[config.mk]
export PLATFORM = sky130hd
export DESIGN_NAME = bounded_doubly_linked_list
export DESIGN_NICKNAME = d
export VERILOG_FILES = /design/src/hdl/dll_pkg.sv /design/src/hdl/dll_store.sv /design/src/hdl/dll_obuf.sv /design/src/hdl/dll_ctrl.sv /design/src/hdl/bounded_doubly_linked_list.sv
export SDC_FILE = /design/constraint.sdc
export NUM_CORES = 1
export LEC_CHECK = 0
export ABC_AREA = 0
export BUFFER_PORTS_ARGS = -buffer_cell sky130_fd_sc_hd__buf_2
export CAP_MARGIN = 20
export CORE_MARGIN = 4
export CORE_UTILIZATION = 60
export DETAILED_ROUTE_END_ITERATION = 10
export GPL_TIMING_DRIVEN = 0
export PLACE_DENSITY_LB_ADDON = 0.05
export SLEW_MARGIN = 30
export SYNTH_ARGS = -nofsm -noshare
export SYNTH_HDL_FRONTEND = slang
export SYNTH_SLANG_ARGS = --single-unit
[constraint.sdc]
create_clock -name i_clk -period 6.6 [get_ports i_clk]
set_input_delay 1.98 -clock i_clk [delete_from_list [all_inputs] [get_ports i_clk]]
set_output_delay 1.98 -clock i_clk [all_outputs]
set_load 0.02 [all_outputs]
[src/hdl/dll_pkg.sv]
// Shared types and constants of the bounded doubly linked list.
package dll_pkg;

    localparam int CAPACITY_DEF    = 16;
    localparam int VALUE_WIDTH_DEF = 32;
    localparam int OP_W            = 3;
    localparam int STAT_W          = 2;

    typedef enum logic [OP_W-1:0] {
        OP_APPEND   = 3'd0,
        OP_PREPEND  = 3'd1,
        OP_DELETE   = 3'd2,
        OP_DUMP_FWD = 3'd3,
        OP_DUMP_BWD = 3'd4
    } t_op;

    typedef enum logic [STAT_W-1:0] {
        ST_OK        = 2'd0,
        ST_FULL      = 2'd1,
        ST_NOT_FOUND = 2'd2,
        ST_EMPTY     = 2'd3
    } t_status;

    typedef enum logic [3:0] {
        S_IDLE,
        S_INS1,
        S_INS2,
        S_SRCH,
        S_UNL1,
        S_UNL2,
        S_DUMP,
        S_RES
    } t_state;

    // per-field write enables of the node store
    typedef struct packed {
        logic val;
        logic nxt;
        logic prv;
    } t_mem_we;

endpackage

[src/hdl/dll_store.sv]
// Node store: value, next link and previous link, one shared address, registered read.
module dll_store #(
    parameter int CAPACITY    = dll_pkg::CAPACITY_DEF,
    parameter int VALUE_WIDTH = dll_pkg::VALUE_WIDTH_DEF,
    localparam int AW = (CAPACITY > 1) ? $clog2(CAPACITY) : 1,
    localparam int LW = $clog2(CAPACITY + 1)
) (
    input  logic                          i_clk,
    input  logic [AW-1:0]                 i_addr,
    input  logic                          i_re,
    input  dll_pkg::t_mem_we              i_we,
    input  logic signed [VALUE_WIDTH-1:0] i_wval,
    input  logic [LW-1:0]                 i_wnxt,
    input  logic [LW-1:0]                 i_wprv,
    output logic signed [VALUE_WIDTH-1:0] o_rval,
    output logic [LW-1:0]                 o_rnxt,
    output logic [LW-1:0]                 o_rprv
);

    logic signed [VALUE_WIDTH-1:0] r_val_mem [CAPACITY];
    logic [LW-1:0]                 r_nxt_mem [CAPACITY];
    logic [LW-1:0]                 r_prv_mem [CAPACITY];

    logic signed [VALUE_WIDTH-1:0] r_rd_val;
    logic [LW-1:0]                 r_rd_nxt;
    logic [LW-1:0]                 r_rd_prv;

    always_ff @(posedge i_clk) begin
        if (i_we.val) begin
            r_val_mem[i_addr] <= i_wval;
        end
        if (i_we.nxt) begin
            r_nxt_mem[i_addr] <= i_wnxt;
        end
        if (i_we.prv) begin
            r_prv_mem[i_addr] <= i_wprv;
        end
    end

    // read data holds until the next read
    always_ff @(posedge i_clk) begin
        if (i_re) begin
            r_rd_val <= r_val_mem[i_addr];
            r_rd_nxt <= r_nxt_mem[i_addr];
            r_rd_prv <= r_prv_mem[i_addr];
        end
    end

    assign o_rval = r_rd_val;
    assign o_rnxt = r_rd_nxt;
    assign o_rprv = r_rd_prv;

endmodule

[src/hdl/dll_obuf.sv]
// Output register between the sequencer and the result stream.
module dll_obuf #(
    parameter int CAPACITY    = dll_pkg::CAPACITY_DEF,
    parameter int VALUE_WIDTH = dll_pkg::VALUE_WIDTH_DEF,
    localparam int CNT_W = $clog2(CAPACITY + 1),
    localparam int OUT_TDATA_W = ((VALUE_WIDTH + CNT_W + 7) / 8) * 8
) (
    input  logic                          i_clk,
    input  logic                          i_rst_n,
    input  logic                          i_push,
    input  dll_pkg::t_status              i_status,
    input  logic signed [VALUE_WIDTH-1:0] i_data,
    input  logic                          i_last,
    input  logic [CNT_W-1:0]              i_count,
    output logic                          o_ready,
    output logic                          o_m_axis_tvalid,
    input  logic                          i_m_axis_tready,
    output logic [OUT_TDATA_W-1:0]        o_m_axis_tdata,
    output logic [dll_pkg::STAT_W-1:0]    o_m_axis_tuser,
    output logic                          o_m_axis_tlast
);

    logic                          r_valid;
    dll_pkg::t_status              r_status;
    logic signed [VALUE_WIDTH-1:0] r_data;
    logic                          r_last;
    logic [CNT_W-1:0]              r_count;

    assign o_ready = !r_valid || i_m_axis_tready;

    always_ff @(posedge i_clk) begin
        if (!i_rst_n) begin
            r_valid <= 1'b0;
        end else if (o_ready) begin
            r_valid <= i_push;
        end
    end

    always_ff @(posedge i_clk) begin
        if (o_ready && i_push) begin
            r_status <= i_status;
            r_data   <= i_data;
            r_last   <= i_last;
            r_count  <= i_count;
        end
    end

    assign o_m_axis_tvalid = r_valid;
    assign o_m_axis_tdata  = OUT_TDATA_W'({r_count, r_data});
    assign o_m_axis_tuser  = r_status;
    assign o_m_axis_tlast  = r_last;

endmodule

[src/hdl/dll_ctrl.sv]
// Sequencer: list pointers, free map and the node store access sequence per request.
module dll_ctrl #(
    parameter int CAPACITY    = dll_pkg::CAPACITY_DEF,
    parameter int VALUE_WIDTH = dll_pkg::VALUE_WIDTH_DEF,
    localparam int AW = (CAPACITY > 1) ? $clog2(CAPACITY) : 1,
    localparam int LW = $clog2(CAPACITY + 1)
) (
    input  logic                          i_clk,
    input  logic                          i_rst_n,
    input  logic                          i_valid,
    output logic                          o_ready,
    input  logic [dll_pkg::OP_W-1:0]      i_op,
    input  logic signed [VALUE_WIDTH-1:0] i_value,
    // node store
    output logic [AW-1:0]                 o_addr,
    output logic                          o_re,
    output dll_pkg::t_mem_we              o_we,
    output logic signed [VALUE_WIDTH-1:0] o_wval,
    output logic [LW-1:0]                 o_wnxt,
    output logic [LW-1:0]                 o_wprv,
    input  logic signed [VALUE_WIDTH-1:0] i_rval,
    input  logic [LW-1:0]                 i_rnxt,
    input  logic [LW-1:0]                 i_rprv,
    // result register
    input  logic                          i_ob_ready,
    output logic                          o_push,
    output dll_pkg::t_status              o_status,
    output logic signed [VALUE_WIDTH-1:0] o_data,
    output logic                          o_last,
    output logic [LW-1:0]                 o_count
);

    localparam logic [LW-1:0] NIL = LW'(CAPACITY);

    dll_pkg::t_state               r_state,  n_state;
    logic [LW-1:0]                 r_head,   n_head;
    logic [LW-1:0]                 r_tail,   n_tail;
    logic [LW-1:0]                 r_count,  n_count;
    logic [CAPACITY-1:0]           r_free,   n_free;
    logic                          r_dir,    n_dir;
    logic signed [VALUE_WIDTH-1:0] r_val,    n_val;
    logic [LW-1:0]                 r_ptr,    n_ptr;
    logic [LW-1:0]                 r_pv,     n_pv;
    logic [LW-1:0]                 r_nx,     n_nx;
    dll_pkg::t_status              r_status, n_status;

    logic          w_slot_ok;
    logic [LW-1:0] w_slot;
    logic [LW-1:0] w_mem_ptr;
    logic [LW-1:0] w_step;

    // lowest free slot
    always_comb begin
        w_slot_ok = 1'b0;
        w_slot    = NIL;
        for (int i = CAPACITY - 1; i >= 0; i--) begin
            if (r_free[i]) begin
                w_slot_ok = 1'b1;
                w_slot    = LW'(i);
            end
        end
    end

    assign w_step = r_dir ? i_rnxt : i_rprv;
    assign o_addr = w_mem_ptr[AW-1:0];
    assign o_count = r_count;

    always_ff @(posedge i_clk) begin
        if (!i_rst_n) begin
            r_state <= dll_pkg::S_IDLE;
            r_head  <= NIL;
            r_tail  <= NIL;
            r_count <= '0;
            r_free  <= '1;
        end else begin
            r_state <= n_state;
            r_head  <= n_head;
            r_tail  <= n_tail;
            r_count <= n_count;
            r_free  <= n_free;
        end
    end

    always_ff @(posedge i_clk) begin
        r_dir    <= n_dir;
        r_val    <= n_val;
        r_ptr    <= n_ptr;
        r_pv     <= n_pv;
        r_nx     <= n_nx;
        r_status <= n_status;
    end

    always_comb begin
        n_state  = r_state;
        n_head   = r_head;
        n_tail   = r_tail;
        n_count  = r_count;
        n_free   = r_free;
        n_dir    = r_dir;
        n_val    = r_val;
        n_ptr    = r_ptr;
        n_pv     = r_pv;
        n_nx     = r_nx;
        n_status = r_status;
        o_ready  = 1'b0;
        w_mem_ptr = r_ptr;
        o_re     = 1'b0;
        o_we     = '0;
        o_wval   = r_val;
        o_wnxt   = NIL;
        o_wprv   = NIL;
        o_push   = 1'b0;
        o_status = r_status;
        o_data   = '0;
        o_last   = 1'b1;

        case (r_state)
            dll_pkg::S_IDLE: begin
                o_ready = 1'b1;
                if (i_valid) begin
                    n_val = i_value;
                    case (dll_pkg::t_op'(i_op))
                        dll_pkg::OP_APPEND, dll_pkg::OP_PREPEND: begin
                            n_dir = (dll_pkg::t_op'(i_op) == dll_pkg::OP_APPEND);
                            if (w_slot_ok) begin
                                n_ptr = w_slot;
                                n_free[w_slot[AW-1:0]] = 1'b0;
                                n_state = dll_pkg::S_INS1;
                            end else begin
                                n_status = dll_pkg::ST_FULL;
                                n_state  = dll_pkg::S_RES;
                            end
                        end
                        dll_pkg::OP_DELETE: begin
                            if (r_head == NIL) begin
                                n_status = dll_pkg::ST_NOT_FOUND;
                                n_state  = dll_pkg::S_RES;
                            end else begin
                                w_mem_ptr = r_head;
                                o_re    = 1'b1;
                                n_ptr   = r_head;
                                n_state = dll_pkg::S_SRCH;
                            end
                        end
                        dll_pkg::OP_DUMP_FWD, dll_pkg::OP_DUMP_BWD: begin
                            n_dir = (dll_pkg::t_op'(i_op) == dll_pkg::OP_DUMP_FWD);
                            if (r_head == NIL) begin
                                n_status = dll_pkg::ST_EMPTY;
                                n_state  = dll_pkg::S_RES;
                            end else begin
                                w_mem_ptr = (dll_pkg::t_op'(i_op) == dll_pkg::OP_DUMP_FWD)
                                          ? r_head : r_tail;
                                o_re    = 1'b1;
                                n_state = dll_pkg::S_DUMP;
                            end
                        end
                        default: ;
                    endcase
                end
            end

            // new node; r_dir set means append
            dll_pkg::S_INS1: begin
                o_we   = '{val: 1'b1, nxt: 1'b1, prv: 1'b1};
                o_wnxt = r_dir ? NIL : r_head;
                o_wprv = r_dir ? r_tail : NIL;
                if (r_head == NIL) begin
                    n_head   = r_ptr;
                    n_tail   = r_ptr;
                    n_count  = r_count + 1'b1;
                    n_status = dll_pkg::ST_OK;
                    n_state  = dll_pkg::S_RES;
                end else begin
                    n_state = dll_pkg::S_INS2;
                end
            end

            dll_pkg::S_INS2: begin
                if (r_dir) begin
                    w_mem_ptr = r_tail;
                    o_we.nxt  = 1'b1;
                    o_wnxt    = r_ptr;
                    n_tail    = r_ptr;
                end else begin
                    w_mem_ptr = r_head;
                    o_we.prv  = 1'b1;
                    o_wprv    = r_ptr;
                    n_head    = r_ptr;
                end
                n_count  = r_count + 1'b1;
                n_status = dll_pkg::ST_OK;
                n_state  = dll_pkg::S_RES;
            end

            dll_pkg::S_SRCH: begin
                if (i_rval == r_val) begin
                    n_pv    = i_rprv;
                    n_nx    = i_rnxt;
                    n_state = dll_pkg::S_UNL1;
                end else if (i_rnxt == NIL) begin
                    n_status = dll_pkg::ST_NOT_FOUND;
                    n_state  = dll_pkg::S_RES;
                end else begin
                    w_mem_ptr = i_rnxt;
                    o_re      = 1'b1;
                    n_ptr     = i_rnxt;
                end
            end

            dll_pkg::S_UNL1: begin
                if (r_pv != NIL) begin
                    w_mem_ptr = r_pv;
                    o_we.nxt  = 1'b1;
                    o_wnxt    = r_nx;
                end else begin
                    n_head = r_nx;
                end
                n_state = dll_pkg::S_UNL2;
            end

            dll_pkg::S_UNL2: begin
                if (r_nx != NIL) begin
                    w_mem_ptr = r_nx;
                    o_we.prv  = 1'b1;
                    o_wprv    = r_pv;
                end else begin
                    n_tail = r_pv;
                end
                n_free[r_ptr[AW-1:0]] = 1'b1;
                n_count  = r_count - 1'b1;
                n_status = dll_pkg::ST_OK;
                n_state  = dll_pkg::S_RES;
            end

            dll_pkg::S_DUMP: begin
                o_status = dll_pkg::ST_OK;
                o_data   = i_rval;
                o_last   = (w_step == NIL);
                if (i_ob_ready) begin
                    o_push = 1'b1;
                    if (w_step == NIL) begin
                        n_state = dll_pkg::S_IDLE;
                    end else begin
                        w_mem_ptr = w_step;
                        o_re      = 1'b1;
                    end
                end
            end

            dll_pkg::S_RES: begin
                if (i_ob_ready) begin
                    o_push  = 1'b1;
                    n_state = dll_pkg::S_IDLE;
                end
            end

            default: begin
                n_state = dll_pkg::S_IDLE;
            end
        endcase
    end

endmodule

[src/hdl/bounded_doubly_linked_list.sv]
// Top level of the bounded doubly linked list.
//
// One request at a time: append (tuser 0), prepend (1), delete first match (2), dump forward
// (3), dump backward (4); other codes are taken and dropped. Nodes live in a single-port node
// store with a registered read, so the store port sets the pace. An insert writes the new
// node into the lowest free slot and then links the old tail or head to it (not on an empty
// list); a delete reads and compares nodes from the head on, then relinks both neighbours
// and frees the slot; a dump hands over one result per node read. The output register shows
// each result in the cycle after it is handed over, and a held-off output stalls the sequencer.
// A full list rejects inserts (status 1); a missed delete gives status 2; an empty dump gives
// one result with status 3. Results carry tlast on the final one of each request.
module bounded_doubly_linked_list #(
    parameter int CAPACITY    = dll_pkg::CAPACITY_DEF,
    parameter int VALUE_WIDTH = dll_pkg::VALUE_WIDTH_DEF,
    localparam int AW          = (CAPACITY > 1) ? $clog2(CAPACITY) : 1,
    localparam int LW          = $clog2(CAPACITY + 1),
    localparam int IN_TDATA_W  = ((VALUE_WIDTH + 7) / 8) * 8,
    localparam int OUT_TDATA_W = ((VALUE_WIDTH + LW + 7) / 8) * 8
) (
    input  logic                       i_clk,
    input  logic                       i_rst_n,
    input  logic                       i_s_axis_tvalid,
    output logic                       o_s_axis_tready,
    input  logic [IN_TDATA_W-1:0]      i_s_axis_tdata,  // item_value
    input  logic [dll_pkg::OP_W-1:0]   i_s_axis_tuser,  // op
    output logic                       o_m_axis_tvalid,
    input  logic                       i_m_axis_tready,
    output logic [OUT_TDATA_W-1:0]     o_m_axis_tdata,  // data_value, entry_count
    output logic [dll_pkg::STAT_W-1:0] o_m_axis_tuser,  // status
    output logic                       o_m_axis_tlast   // last_of_run
);

    logic [AW-1:0]                 w_addr;
    logic                          w_re;
    dll_pkg::t_mem_we              w_we;
    logic signed [VALUE_WIDTH-1:0] w_wval;
    logic [LW-1:0]                 w_wnxt;
    logic [LW-1:0]                 w_wprv;
    logic signed [VALUE_WIDTH-1:0] w_rval;
    logic [LW-1:0]                 w_rnxt;
    logic [LW-1:0]                 w_rprv;

    logic                          w_ob_ready;
    logic                          w_push;
    dll_pkg::t_status              w_status;
    logic signed [VALUE_WIDTH-1:0] w_data;
    logic                          w_last;
    logic [LW-1:0]                 w_count;

    dll_ctrl #(
        .CAPACITY    (CAPACITY),
        .VALUE_WIDTH (VALUE_WIDTH)
    ) u_ctrl (
        .i_clk      (i_clk),
        .i_rst_n    (i_rst_n),
        .i_valid    (i_s_axis_tvalid),
        .o_ready    (o_s_axis_tready),
        .i_op       (i_s_axis_tuser),
        .i_value    (i_s_axis_tdata[VALUE_WIDTH-1:0]),
        .o_addr     (w_addr),
        .o_re       (w_re),
        .o_we       (w_we),
        .o_wval     (w_wval),
        .o_wnxt     (w_wnxt),
        .o_wprv     (w_wprv),
        .i_rval     (w_rval),
        .i_rnxt     (w_rnxt),
        .i_rprv     (w_rprv),
        .i_ob_ready (w_ob_ready),
        .o_push     (w_push),
        .o_status   (w_status),
        .o_data     (w_data),
        .o_last     (w_last),
        .o_count    (w_count)
    );

    dll_store #(
        .CAPACITY    (CAPACITY),
        .VALUE_WIDTH (VALUE_WIDTH)
    ) u_store (
        .i_clk  (i_clk),
        .i_addr (w_addr),
        .i_re   (w_re),
        .i_we   (w_we),
        .i_wval (w_wval),
        .i_wnxt (w_wnxt),
        .i_wprv (w_wprv),
        .o_rval (w_rval),
        .o_rnxt (w_rnxt),
        .o_rprv (w_rprv)
    );

    dll_obuf #(
        .CAPACITY    (CAPACITY),
        .VALUE_WIDTH (VALUE_WIDTH)
    ) u_obuf (
        .i_clk           (i_clk),
        .i_rst_n         (i_rst_n),
        .i_push          (w_push),
        .i_status        (w_status),
        .i_data          (w_data),
        .i_last          (w_last),
        .i_count         (w_count),
        .o_ready         (w_ob_ready),
        .o_m_axis_tvalid (o_m_axis_tvalid),
        .i_m_axis_tready (i_m_axis_tready),
        .o_m_axis_tdata  (o_m_axis_tdata),
        .o_m_axis_tuser  (o_m_axis_tuser),
        .o_m_axis_tlast  (o_m_axis_tlast)
    );

    a_push_room: assert property (@(posedge i_clk) disable iff (!i_rst_n)
        w_push |-> w_ob_ready)
        else $error("result pushed while output register is full");

    a_count_bound: assert property (@(posedge i_clk) disable iff (!i_rst_n)
        w_count <= LW'(CAPACITY))
        else $error("node count above capacity");

    a_run_ok: assert property (@(posedge i_clk) disable iff (!i_rst_n)
        (w_push && !w_last) |-> (w_status == dll_pkg::ST_OK))
        else $error("non-final result without ok status");

    a_no_accept_busy: assert property (@(posedge i_clk) disable iff (!i_rst_n)
        (w_push || w_re || (w_we != '0)) |-> !(i_s_axis_tvalid && o_s_axis_tready && w_push))
        else $error("request taken while a result is being pushed");

    a_zero_data: assert property (@(posedge i_clk) disable iff (!i_rst_n)
        (w_push && (w_status != dll_pkg::ST_OK || w_last) && w_status != dll_pkg::ST_OK)
            |-> (w_data == '0))
        else $error("non-dump result carries data");

endmodule

==> impl_metrics.yaml <==
sta:
  report.final.slew_viol_count: 0
  relSlewSlack: 0.294
  fmax_mhz: 169
  report.final.hold_viol_count: 0
  rsz0062_at_grt: "no"
  finClkSkew_ns: 0.0176
  worstMarginPinSlew_ns: 1.05
  fin_crit_sh: 0.897
  period_minus_slack_ns: 5.92
  finalSetupViolCount: 0
  finalSetupTns_ns: 0
min_path:
  hold_path_class: "reg -> reg"
worst_setup_path:
  r2r-start: "u_ctrl.o_wval[9]"
  crit_path_frequent_cell: "buf_2"
  reg2reg_to: "u_store.r_val_mem[12][14]"
  critPathMaxFanout: 13
  endpoint_kind: "register"
  endpoint: "u_store.r_val_mem[12][14]"
  cp_slowest_stage_delay_ns: 0.59
  r2r_cells: 13
  critPathBufInv: 6
  worst-path-stages: 15
  path_cells: "buf_2 > buf_2 > nor3b_4 > o21a_1 > o21ai_0 > o221ai_1 > nand3_1 > o32ai_4 > buf_4 > buf_2 > and2_1 > nand2_1 > nor2_4 > buf_16 > buf_16"
  critPathLaunch: "i_s_axis_tuser[1]"
  critPathLaunchType: "input port"
  worstPathRequired_ns: 6.94
  critical-path-slowest-cell: "nor2_4"
  reg2reg_slack_ns: 0.68
  critPathKind: "in -> reg"
  cp.arrival_ns: 6.27
  critical_path.top_delay_family: "simple AND/OR/NAND/NOR gates"
clocking:
  tritoncts: "yes"
  postCtsHoldBufs: 0
  cts_resized: 0
  cts_root_buf: "clkbuf_16"
  path_clk_slew_ns: 0.06
  cts_buffers: 84
  clock_path_buffers: 3
  numClockSinks: 839
  cts_max_level: 3
  insertion_delay_ns: 0.64
  cts_setup_buffers: 0
floorplan:
  fp.coreArea_um2: 56400
  start_util: 0.607
  io_pins: 84
  die_h_um: 247
  dieWidth_um: 247
  num_rows: 87
  die_area_um2: 60900
synthesis:
  yosysSeqAreaShare: 0.726
  synth_top_cell_by_area: "edfxtp_1"
  synth_top_area_frac: 0.706
  yosysMostFrequentCell: "edfxtp_1"
  yosys_register_bits: 839
  ys_top_cells_by_area: "edfxtp_1, mux2_2, a22oi_1, mux2i_1, mux2_1"
  synth_area_um2: 34200
  synth.avg_cell_area_um2: 16.4
  synth-main-ff-cell: "edfxtp_1"
  yosysWarnings: 0
  synth_commonest_cells: "edfxtp_1, mux2_2, a22oi_1, nor2_1, mux2i_1"
  synthCells: 2088
  async_flop_share: 0
  synth_edf_count: 804
  ys_types: 82
place:
  portBuffers: 80
  dp_cells: 2966
  dp_hpwl_um: 62300
  place.gp.congestion: 0.905
power_and_ir_drop:
  p_switching_mw: 7.91
  static-leakage-power_nw: 13.1
  p_clk_frac: 0.223
  p_sw_frac: 0.376
  combPwrFrac: 0.411
  p_total_mw: 21.1
  ir_drop_mv: 0.321
  power.density_nw_per_um2: 533
  power_frac_seq: 0.366
  intPower_mw: 13.2
global_route:
  grt_pass1_wl_um: 135000
  grt_pass1_vias: 20000
  top_usage_layer: "met2"
  grt_max_degree: 26
  antenna_found_initial: 0
  grt_util_met2: 0.495
  grt_usage: 0.306
  overflow: 0
  use_met1: 0.425
  gr-usage-met3: 0.0523
routing:
  wl_um: 92800
  drt_iter0_markers: 2367
  drtAntennaViolNets: 0
  viasPerCell: 6.46
  route.detailed.drc: 0
  drtPass1Iterations: 5
  avgRoutedWirePerCell_um: 29.8
  num_vias: 20100
layout:
  drive_gt1_frac: 0.225
  fillers: 3710
  antenna-diode-count: 0
  synthToLayoutAreaGrowth_pct: 15.4
  instances_no_fill: 3116
  fin_nets: 2339
run_status:
  run_status: "finished, final reports clean"
run:
  drv_cap: 0
kinds of logic after synthesis:
kind of cell,count (synthesis),synth area share
and+or+nand+nor,358,0.0549
adders and majority gates,4,0.00168
DFF,839,0.726
muxes,348,0.111
xor gates and xnor gates,37,0.00947
buffers and inverters,141,0.0199
AOI/OAI and AO/OA,360,0.0768
other,1,0.000110
cells in the final DEF (no fill, tap or decap), types with 6 or more instances in the layout:
cell type / n
a211oi_1: 14
a21oi_1: 50
a221oi_1: 6
a222oi_1: 6
a22oi_1: 128
a31oi_1: 8
a32oi_1: 7
and2_1: 41
buf_16: 36
buf_2: 145
buf_4: 7
buf_6: 6
bufinv_16: 9
clkbuf_1: 50
clkbuf_16: 85
clkinv_1: 15
clkinv_2: 16
dfxtp_1: 35
edfxtp_1: 804
inv_1: 25
mux2_1: 82
mux2_2: 172
mux2i_1: 94
nand2_1: 62
nand2b_1: 7
nand3_1: 11
nand4_1: 52
nor2_1: 99
nor2_4: 16
nor2b_1: 15
nor3_1: 12
nor4_1: 6
o21ai_0: 39
o22a_1: 42
xnor2_1: 36
worst reg2reg max path: cells and delay by family, from the launching register on:
family,cells,cell delay [ns]
simple gates,7,2.78
compound gates,1,0.50
xor+xnor,1,0.64
flops,1,0.62
buf+inv,4,1.09
worst min-delay path by stage:
| stage | start | end | slack (ns) | cells after the start |
|---|---|---|---|---|
| 2_1_floorplan | u_store.o_rprv[4] | u_ctrl.r_pv[4] | 0.42 | 0 |
| 3_3_place_gp | u_store.o_rprv[4] | u_ctrl.r_pv[4] | 0.43 | 0 |
| 3_5_place_dp | u_store.o_rprv[4] | u_ctrl.r_pv[4] | 0.43 | 0 |
| 4_1_cts | u_ctrl.o_count[4] | u_obuf.r_count[4] | 0.46 | 0 |
| 5_1_grt | u_ctrl.o_count[4] | u_obuf.r_count[4] | 0.47 | 0 |
| 6_report | u_store.o_rprv[4] | u_ctrl.r_pv[4] | 0.46 | 0 |
power by group through the flow:
stage	Clock [mW]	Sequential, mW	Combinational, mW
final	4.70	7.71	8.66
after global placement	0	7.84	8.06
after global routing	4.99	7.78	9.10
after floorplan	0	7.67	5.39
after detailed placement	0	7.80	8.57
after CTS	4.76	7.70	8.62
registers in the layout (all words and copies together) (netlist names), 5 cells and up:
register and cells:
u_ctrl.r_ptr 5, u_ctrl.o_wval 32, u_store.o_rnxt 5, u_ctrl.r_pv 5, u_store.o_rprv 5, u_obuf.r_count 5, u_ctrl.r_head 5, u_store.r_nxt_mem 80
u_store.o_rval 32, u_ctrl.r_nx 5, u_store.r_prv_mem 80, u_store.r_val_mem 512, u_obuf.r_data 32, u_ctrl.o_count 5, u_ctrl.r_free 16, u_ctrl.r_tail 5
through the flow:
stage	util	area, µm²	hold slack (ns)	setup WS (ns)
floorplan	-	34200	0.418	0.771
global placement	0.631	35600	0.431	-2.51
detailed placement	0.653	36800	0.429	0.0760
CTS	0.701	39500	0.457	0.721
global route	0.701	39500	0.468	0.546
finish	0.701	39500	0.459	0.677
routing by layer:
layer	vias to the layer above	part of all wire
met5	-	0
met1	10300	0.40
li1	8670	-
met2	962	0.48
met4	0	0.039
met3	190	0.075
area by class of cell:
cell class	instances	area, µm²	area share
inverter	27	104	0.00263
timing repair buffer	120	1460	0.0370
clock buffer	102	2190	0.0555
buffer	114	581	0.0147
multi-input combinational	1110	8860	0.224
sequential	839	24800	0.629
clock inverter	48	519	0.0131
tap	756	946	0.0239
Note: power is estimated with default switching activity, not from simulation.
